## src/rtl/h2r_pkg.sv

```systemverilog
// ----------------------------------------------------------------------------
// HLS to RGB converter package
// Shared types, constants and a helper function of the converter.
// ----------------------------------------------------------------------------
package h2r_pkg;

  localparam logic [8:0]  HueMax     = 9'd360;
  localparam logic [8:0]  HueThird   = 9'd120;
  localparam logic [8:0]  HueTwoThd  = 9'd240;
  localparam logic [6:0]  PctMax     = 7'd100;
  localparam logic [6:0]  DarkLimit  = 7'd50;
  localparam logic [23:0] RoundBias  = 24'd20000;
  localparam logic [18:0] Recip      = 19'd429497;
  localparam int          RecipShift = 28;
  localparam int          QDepth     = 2;
  localparam int          QAw        = $clog2(QDepth);
  localparam int          QCw        = $clog2(QDepth + 1);
  localparam int          NumChan    = 3;

  typedef struct packed {
    logic [8:0] hue_deg;
    logic [6:0] lightness_pct;
    logic [6:0] saturation_pct;
  } h2r_req_t;

  typedef struct packed {
    logic [7:0] red;
    logic [7:0] green;
    logic [7:0] blue;
  } h2r_rsp_t;

  typedef struct packed {
    logic [8:0]  hue;
    logic [13:0] q_lvl;
    logic [13:0] p_lvl;
  } h2r_ent_t;

  typedef struct packed {
    logic full;
    logic empty;
  } h2r_qstat_t;

  // Weight of the level difference on the piecewise hue ramp, 0..60.
  function automatic logic [5:0] h2r_ramp(input logic [8:0] t);
    logic [5:0] m;
    if (t < 9'd60) begin
      m = t[5:0];
    end else if (t < 9'd180) begin
      m = 6'd60;
    end else if (t < HueTwoThd) begin
      m = 6'(HueTwoThd - t);
    end else begin
      m = '0;
    end
    return m;
  endfunction

endpackage

```

## src/rtl/h2r_front.sv

```systemverilog
// ----------------------------------------------------------------------------
// HLS to RGB converter front end
// Takes a request, clamps its fields and forms the two lightness levels.
// ----------------------------------------------------------------------------
module h2r_front (
  input  logic                clk_i,
  input  logic                rst_ni,
  input  logic                start_i,
  input  h2r_pkg::h2r_req_t   req_i,
  input  h2r_pkg::h2r_qstat_t qstat_i,
  output logic                push_o,
  output h2r_pkg::h2r_ent_t   ent_o
);
  import h2r_pkg::*;

  logic       fr_vld_q, fr_vld_d;
  h2r_req_t   fr_req_q;
  logic       accept;
  logic [8:0] hue;
  logic [6:0] lgt;
  logic [6:0] sat;
  logic [13:0] q_lvl;
  logic [14:0] l200;

  assign accept = start_i && !qstat_i.full;
  assign push_o = fr_vld_q && !qstat_i.full;

  always_comb begin
    fr_vld_d = fr_vld_q;
    if (accept) begin
      fr_vld_d = 1'b1;
    end else if (push_o) begin
      fr_vld_d = 1'b0;
    end
  end

  always_ff @(posedge clk_i or negedge rst_ni) begin
    if (!rst_ni) begin
      fr_vld_q <= 1'b0;
    end else begin
      fr_vld_q <= fr_vld_d;
    end
  end

  always_ff @(posedge clk_i) begin
    if (accept) begin
      fr_req_q <= req_i;
    end
  end

  always_comb begin
    hue = (fr_req_q.hue_deg > HueMax) ? HueMax : fr_req_q.hue_deg;
    lgt = (fr_req_q.lightness_pct > PctMax) ? PctMax : fr_req_q.lightness_pct;
    sat = (fr_req_q.saturation_pct > PctMax) ? PctMax : fr_req_q.saturation_pct;
    if (lgt < DarkLimit) begin
      q_lvl = 14'(15'(lgt) * (15'(PctMax) + 15'(sat)));
    end else begin
      q_lvl = 14'(15'(lgt) * 15'(PctMax) + 15'(sat) * 15'(PctMax - lgt));
    end
    l200 = 15'(lgt) * 15'd200;
    ent_o.hue   = hue;
    ent_o.q_lvl = q_lvl;
    ent_o.p_lvl = 14'(l200 - 15'(q_lvl));
  end

endmodule

```

## src/rtl/h2r_queue.sv

```systemverilog
// ----------------------------------------------------------------------------
// HLS to RGB converter queue
// Short register queue between the front end and the channel datapath.
// ----------------------------------------------------------------------------
module h2r_queue (
  input  logic                clk_i,
  input  logic                rst_ni,
  input  logic                push_i,
  input  h2r_pkg::h2r_ent_t   ent_i,
  input  logic                pop_i,
  output h2r_pkg::h2r_ent_t   ent_o,
  output h2r_pkg::h2r_qstat_t qstat_o
);
  import h2r_pkg::*;

  h2r_ent_t       mem_q [QDepth];
  logic [QAw-1:0] wr_q, wr_d, rd_q, rd_d;
  logic [QCw-1:0] cnt_q, cnt_d;
  logic           do_push, do_pop;

  assign qstat_o.full  = (cnt_q == QCw'(QDepth));
  assign qstat_o.empty = (cnt_q == '0);
  assign do_push = push_i && !qstat_o.full;
  assign do_pop  = pop_i && !qstat_o.empty;
  assign ent_o   = mem_q[rd_q];

  always_comb begin
    wr_d  = do_push ? QAw'(wr_q + 1'b1) : wr_q;
    rd_d  = do_pop ? QAw'(rd_q + 1'b1) : rd_q;
    cnt_d = cnt_q;
    if (do_push && !do_pop) begin
      cnt_d = QCw'(cnt_q + 1'b1);
    end else if (do_pop && !do_push) begin
      cnt_d = QCw'(cnt_q - 1'b1);
    end
  end

  always_ff @(posedge clk_i or negedge rst_ni) begin
    if (!rst_ni) begin
      wr_q  <= '0;
      rd_q  <= '0;
      cnt_q <= '0;
    end else begin
      wr_q  <= wr_d;
      rd_q  <= rd_d;
      cnt_q <= cnt_d;
    end
  end

  always_ff @(posedge clk_i) begin
    if (do_push) begin
      mem_q[wr_q] <= ent_i;
    end
  end

endmodule

```

## src/rtl/h2r_back.sv

```systemverilog
// ----------------------------------------------------------------------------
// HLS to RGB converter back end
// Three-stage channel datapath: hue ramp, rounding, scaling to 0..255.
// ----------------------------------------------------------------------------
module h2r_back (
  input  logic                clk_i,
  input  logic                rst_ni,
  input  h2r_pkg::h2r_ent_t   ent_i,
  input  h2r_pkg::h2r_qstat_t qstat_i,
  output logic                pop_o,
  output logic                strobe_o,
  output h2r_pkg::h2r_rsp_t   rsp_o
);
  import h2r_pkg::*;

  logic [8:0]  t_ch [NumChan];
  logic [9:0]  hue_up;
  logic [13:0] diff;
  logic [19:0] p60;
  logic [19:0] n_d [NumChan];
  logic [19:0] n_q [NumChan];
  logic [17:0] y_d [NumChan];
  logic [17:0] y_q [NumChan];
  logic [36:0] prod [NumChan];
  logic [7:0]  res_d [NumChan];
  logic [7:0]  res_q [NumChan];
  logic        v1_q, v2_q, v3_q;

  assign pop_o = !qstat_i.empty;

  always_comb begin
    hue_up = 10'(ent_i.hue) + 10'(HueThird);
    t_ch[0] = (hue_up > 10'(HueMax)) ? 9'(hue_up - 10'(HueMax)) : hue_up[8:0];
    t_ch[1] = ent_i.hue;
    t_ch[2] = (ent_i.hue < HueThird) ? 9'(ent_i.hue + HueTwoThd)
                                     : 9'(ent_i.hue - HueThird);
    diff = 14'(ent_i.q_lvl - ent_i.p_lvl);
    p60  = 20'(ent_i.p_lvl) * 20'd60;
    for (int c = 0; c < NumChan; c++) begin
      n_d[c]   = p60 + 20'(diff) * 20'(h2r_ramp(t_ch[c]));
      y_d[c]   = 18'((24'(n_q[c]) * 24'd17 + RoundBias) >> 6);
      prod[c]  = 37'(y_q[c]) * 37'(Recip);
      res_d[c] = prod[c][RecipShift+7:RecipShift];
    end
  end

  always_ff @(posedge clk_i or negedge rst_ni) begin
    if (!rst_ni) begin
      v1_q <= 1'b0;
      v2_q <= 1'b0;
      v3_q <= 1'b0;
    end else begin
      v1_q <= pop_o;
      v2_q <= v1_q;
      v3_q <= v2_q;
    end
  end

  always_ff @(posedge clk_i) begin
    n_q   <= n_d;
    y_q   <= y_d;
    res_q <= res_d;
  end

  assign strobe_o    = v3_q;
  assign rsp_o.red   = res_q[0];
  assign rsp_o.green = res_q[1];
  assign rsp_o.blue  = res_q[2];

endmodule

```

## src/rtl/hls_to_rgb_converter_core.sv

```systemverilog
// ----------------------------------------------------------------------------
// HLS to RGB converter core
// Converts hue, lightness and saturation to 8-bit red, green and blue.
// ----------------------------------------------------------------------------
//  Channel   Ports                     Handshake
//  request   start, busy, req_i        taken when start is high and busy low
//  result    strobe, result_o          valid for one cycle, cannot be held off
//
//  A request enters every cycle; its result passes the front register, the queue
//  and the three channel stages before it shows on strobe and result_o.
//  Reset empties the front register, the queue and the channel pipeline.
//  The channel datapath never stalls, so busy stays low in operation.
// ----------------------------------------------------------------------------
module hls_to_rgb_converter_core (
  input  logic              clk_i,
  input  logic              rst_ni,
  input  logic              start,
  input  h2r_pkg::h2r_req_t req_i,
  output logic              busy,
  output logic              strobe,
  output h2r_pkg::h2r_rsp_t result_o
);
  import h2r_pkg::*;

  h2r_qstat_t qstat;
  h2r_ent_t   push_ent;
  h2r_ent_t   head_ent;
  logic       push;
  logic       pop;

  assign busy = qstat.full;

  h2r_front u_front (
    .clk_i   (clk_i),
    .rst_ni  (rst_ni),
    .start_i (start),
    .req_i   (req_i),
    .qstat_i (qstat),
    .push_o  (push),
    .ent_o   (push_ent)
  );

  h2r_queue u_queue (
    .clk_i   (clk_i),
    .rst_ni  (rst_ni),
    .push_i  (push),
    .ent_i   (push_ent),
    .pop_i   (pop),
    .ent_o   (head_ent),
    .qstat_o (qstat)
  );

  h2r_back u_back (
    .clk_i    (clk_i),
    .rst_ni   (rst_ni),
    .ent_i    (head_ent),
    .qstat_i  (qstat),
    .pop_o    (pop),
    .strobe_o (strobe),
    .rsp_o    (result_o)
  );

endmodule

```

## config.mk

```make
export PLATFORM = sky130hd
export DESIGN_NAME = hls_to_rgb_converter_core
export DESIGN_NICKNAME = d
export VERILOG_FILES = /design/src/rtl/h2r_pkg.sv /design/src/rtl/h2r_front.sv /design/src/rtl/h2r_queue.sv /design/src/rtl/h2r_back.sv /design/src/rtl/hls_to_rgb_converter_core.sv
export SDC_FILE = /design/constraint.sdc
export NUM_CORES = 2
export LEC_CHECK = 0
export ABC_AREA = 1
export BUFFER_PORTS_ARGS = -buffer_cell sky130_fd_sc_hd__buf_2
export CORE_MARGIN = 5
export CORE_UTILIZATION = 60
export DETAILED_ROUTE_END_ITERATION = 8
export PLACE_DENSITY = 0.83
export SYNTH_ARGS = -nofsm -noshare
export SYNTH_HDL_FRONTEND = slang
export SYNTH_SLANG_ARGS = --single-unit
```

## constraint.sdc

```tcl
create_clock -name clk_i -period 9.62 [get_ports clk_i]
set_input_delay 0.962 -clock clk_i [delete_from_list [all_inputs] [get_ports clk_i]]
set_output_delay 0.962 -clock clk_i [all_outputs]
set_load 0.05 [all_outputs]
```

## Word level (Yosys, flattened, before mapping)

Memories as Yosys holds them, arrays and structs flattened.
Cells that the tools add are included.

| cells by class | value |
|---|---|
| add/subtract/negate cells | 22 |
| $mul | 14 |
| div/mod/pow operators | 0 |
| $lt $le $gt $ge | 15 |
| equal/unequal tests | 1 |
| shift-type cells | 0 |
| mux-type cells | 21 |
| bitwise operators | 0 |
| reductions and logical operators | 11 |

Operators with widths:

| operator | number |
|---|---|
| multiplier 18 x 19 -> 36 bit, second input constant | 3 |
| adder 24 x 15 -> 24 bit, second input constant | 3 |
| multiplier 20 x 5 -> 24 bit, second input constant | 3 |
| adder 20 bit | 3 |
| multiplier 14 x 6 -> 20 bit | 3 |
| < comparator 9 x 8 -> 1 bit, second input constant | 6 |
| two-way mux 6 bit | 9 |
| multiplier 7 x 15 -> 14 bit | 2 |
| subtractor 14 bit | 2 |
| < comparator 9 x 6 -> 1 bit, second input constant | 3 |
| two-way mux 9 bit | 3 |
| multiplier 14 x 4 -> 18 bit, second input constant | 1 |
| subtractor 6 bit, first input constant | 3 |
| adder 14 bit | 1 |
| greater-than comparator 7 bit, second input constant | 2 |
| two-way mux 14 bit | 1 |
| two-way mux 7 bit | 2 |
| multiplier 7 x 5 -> 12 bit, second input constant | 1 |
| multiplier 7 x 5 -> 11 bit, second input constant | 1 |
| adder 9 x 7 -> 10 bit, second input constant | 1 |
| greater-than comparator 10 x 9 -> 1 bit, second input constant | 1 |
| adder 9 x 8 -> 9 bit, second input constant | 1 |
| greater-than comparator 9 bit, second input constant | 1 |
| < comparator 9 x 7 -> 1 bit, second input constant | 1 |
| 15 further kinds | 27 |

| word-level totals | value |
|---|---|
| register bits | 169 |
| bits in latches | 0 |
| memory bits (writable) | 74 |
| bits in read-only memories | 0 |
| input port bits | 26 |
| output and inout port bits | 26 |
| memories kept | 1 |

Memories:

| name | depth | width | rd ports | clocked after memory_dff | wr ports | RTL line | RTL |
|---|---|---|---|---|---|---|---|
| u_queue.mem_q | 2 | 37 | 1 | 0 | 1 | h2r_queue.sv:16 | `h2r_ent_t mem_q [QDepth];` |

## Longest topological paths before layout

An unclocked memory read counts as a cell.

| depth | value |
|---|---|
| depth in word-level cells | 10 |
| mapped depth | 45 |
| mapped depth without buffers | 42 |

## Cells and area by module

Synthesis repeated with hierarchy kept, for this count alone.

| second synthesis, totals | value |
|---|---|
| cell total of the unflattened synthesis | 5,128 |
| area, all modules | 45,232.1 um^2 |

Modules (own cells, without submodules):

| module | times used | cells each | area an instance (um^2) | seq. area each (um^2) |
|---|---|---|---|---|
| h2r_back | 1 | 4,086 | 35,918.2 | 2,837.7 |
| h2r_front | 1 | 817 | 6,371.1 | 715.7 |
| h2r_queue | 1 | 225 | 2,942.8 | 2,322.2 |

## Least setup slack after synthesis

No wires, ideal clock.

| timing path | value |
|---|---|
| path kind | register to register |
| start point | register u_front.fr_req_q[12] (netlist name) |
| end point | memory u_queue.mem_q[0][13] (netlist name) (data pin) |
| library setup time | 256 ps |
| arrival | 6,815 ps |
| required time | 9,364 ps |
| setup slack | 2,549 ps |
| cell stages (with the launch flop) | 36 |
| buffers on the path | 1 |
| period minus slack after synthesis | 7,071 ps |
| path through | edfxtp_1 > buf_2 > nand2_1 > a21oi_1 > nand2_1 > nand2_1 > inv_1 > ha_1 > ha_1 > fa_1 > ha_1 > xnor2_1 > inv_1 > fa_1 > fa_1 > inv_1 > fa_1 > ha_1 > inv_1 > nor3_1 > a21oi_1 > or2_2 > nand2_1 > a21oi_1 > xor2_1 > nand2_1 > o21ai_0 > ha_1 > inv_1 > nor3_1 > nand3_1 > nand4_1 > xor2_1 > inv_1 > nand2_1 > nand2_1 |

RTL lines:

| what | RTL line | RTL |
|---|---|---|
| from (decl) | h2r_front.sv:17 | `h2r_req_t fr_req_q;` |
| from (signal assigned) | h2r_front.sv:47 | `fr_req_q <= req_i;` |
| to (decl) | h2r_queue.sv:16 |  |

==> metrics <==
critical path endpoint category register; worst path arrival time 8.63 ns; Layout area overhead 5.34%; overall routed net length 99600 um; Crit. path cell count 36; Clock Pin Slew Worst Setup and Hold Paths 0.06 ns; Post-synth top cells inv_1 (1177), ha_1 (787), fa_1 (685); fmax 0.121 GHz; Post-synth EDFFs 95; Core ar. 72800 sq um; clk buf depth 3; share of cells above drive strength 1 0.0401; R2R depth 36; Top delay family on crit path adder cells; Post-Syn Area 44000 sq um; crit path kind register to register; row cnt 99; most numerous cell in the Yosys netlist inv_1; CP Data Required Time 9.98 ns; gr usage total 0.258; outcome finished, final reports clean; die height 281 um; synthesized area per cell 8.97 sq um; vias after detailed routing 32500; TritonCTS Sinks 238; Period minus WS final 8.27 ns; initial antenna violation count 0; Final Skew 0.0184 ns; CTS root buf clkbuf_16; vias per cell 5.47; Hold WC Path Type input port to async pin; unrepaired setup endpoints after global routing false; CTS buffer count 30; Main synth FF type dfxtp_1; wire per inst 16.7 um; post-CTS resize count 0; n_diodes 0; gpl congestion 0.940; grt ovf 0; CP Buf/Inv Count 7; Slew Viols, Final 0; post-layout util 0.637; part of the cycle the worst path needs 0.859; largest net degree at the start of global routing 39; Post-DRT Antenna Nets 0; CP max FO 15; share of the yosys chip area belonging to registers 0.131; placed inst area 45400 sq um; Slowest-stage cell, CP edfxtp_1; Die ar. 78900 sq um; FF-to-FF Start u_front.fr_req_q[12]; Max Cap Viol 0; post-CTS setup buffer count 0; IO buf count 51; hpwl dp 86100 um; Syn Inst Count 4912; starting density of the core 0.605; DRC viols 0; Finish-stage setup viols 0; CTS tree yes; worst slew pin tran 1.09 ns; DR iter-0 viols 2131; Synth cell types 56; nets@finish 6466; fillers 5771; Final Hold Fails 0; Pre-antenna DRT Iters 6; type of origin of the critical path register; Ports 52; Syn. warnings 0; Total Negative Setup Slacks 0 ns; Slew headroom 0.264; Synth Register Bits 238; htree depth 1; Slowest Stage Delay on Critical Path 0.68 ns; ys async rst share 0.0336; fin area 46400 sq um; Hold Buf Count CTS 0; worst skew pair latency 0.61 ns; DIE WIDTH 281 um; Crit. Startpoint u_front.fr_req_q[12]; top cells by area, synth fa_1 (31%), ha_1 (22%), inv_1 (10%); r2r endpoint u_queue.mem_q[1][13]; first-pass GRT wire length 167000 um; Yosys top cell area share 0.311; R2R Setup Slk 1.35 ns; vias in the first global route 34200; cell taking the most area after synthesis fa_1
## cell usage in the layout (no fill, tap or decap), types with 31 or more instances in the layout
master	Yosys	final
ha_1	787	787
nand3_1	167	167
nor3_1	31	31
edfxtp_1	95	95
nand2_1	641	641
nor2_1	286	284
buf_2	8	51
xor2_1	168	168
inv_1	1177	1177
o21ai_0	128	127
xnor2_1	45	45
fa_1	685	685
a21oi_1	232	232
dfxtp_1	135	135
## metrics by stage
stage	hold slack (ns)	std cells	setup slack (ns)
6_report	0.183	5951	1.35
2_1_floorplan	0.331	4914	2.55
4_1_cts	0.167	5951	1.36
5_1_grt	0.188	5951	0.627
3_3_place_gp	0.337	5895	1.47
3_5_place_dp	0.337	5895	1.38
## worst max-delay path by stage
stage / to / slack (ns)
final: u_queue.mem_q[1][13] / 1.35
after detailed placement: u_queue.mem_q[0][13] / 1.38
after global routing: u_queue.mem_q[0][13] / 0.63
after floorplan: u_queue.mem_q[0][13] / 2.55
after CTS: u_queue.mem_q[0][13] / 1.36
after global placement: u_queue.mem_q[0][13] / 1.47
## registers in the layout (all words and copies together) (netlist names), 2 cells and up
register / cells
u_back.rsp_o: 24
u_back.n_q: 57
u_queue.cnt_q: 2
u_back.y_q: 54
u_front.fr_req_q: 23
u_queue.mem_q: 72
## area by class of cell
class | instances | area [sq um] | area share
timing repair buffer | 68 | 383 | 0.00825
clock buffer | 43 | 840 | 0.0181
inverter | 1194 | 4480 | 0.0966
clock inverter | 13 | 136 | 0.00294
multi-input combinational | 3436 | 33600 | 0.724
tap | 959 | 1200 | 0.0259
sequential | 238 | 5760 | 0.124
## per-layer routing
metal	routed length, um	share of wire	vias to the layer above	track usage
met3	6950	0.070	213	0.0413
met1	40700	0.41	15800	0.335
met2	48400	0.49	1084	0.448
li1	-	-	15500	-
met4	3550	0.036	0	0.0765
met5	0	0	-	0
## logic make-up after synthesis
kind of cell,after synthesis,synth area share
AND/OR/NAND/NOR,1249,0.120
XOR/XNOR,213,0.0424
AO/OA/AOI/OAI,498,0.0643
adder cells (fa/ha/maj),1472,0.535
multiplexers,1,0.000227
other,1,0.0000852
flip-flops,238,0.131
buffers and inverters,1240,0.107
Power is left out: the tool's default activity adds up to more than one toggle a clock period on the data nets, which glitch-free logic cannot reach.
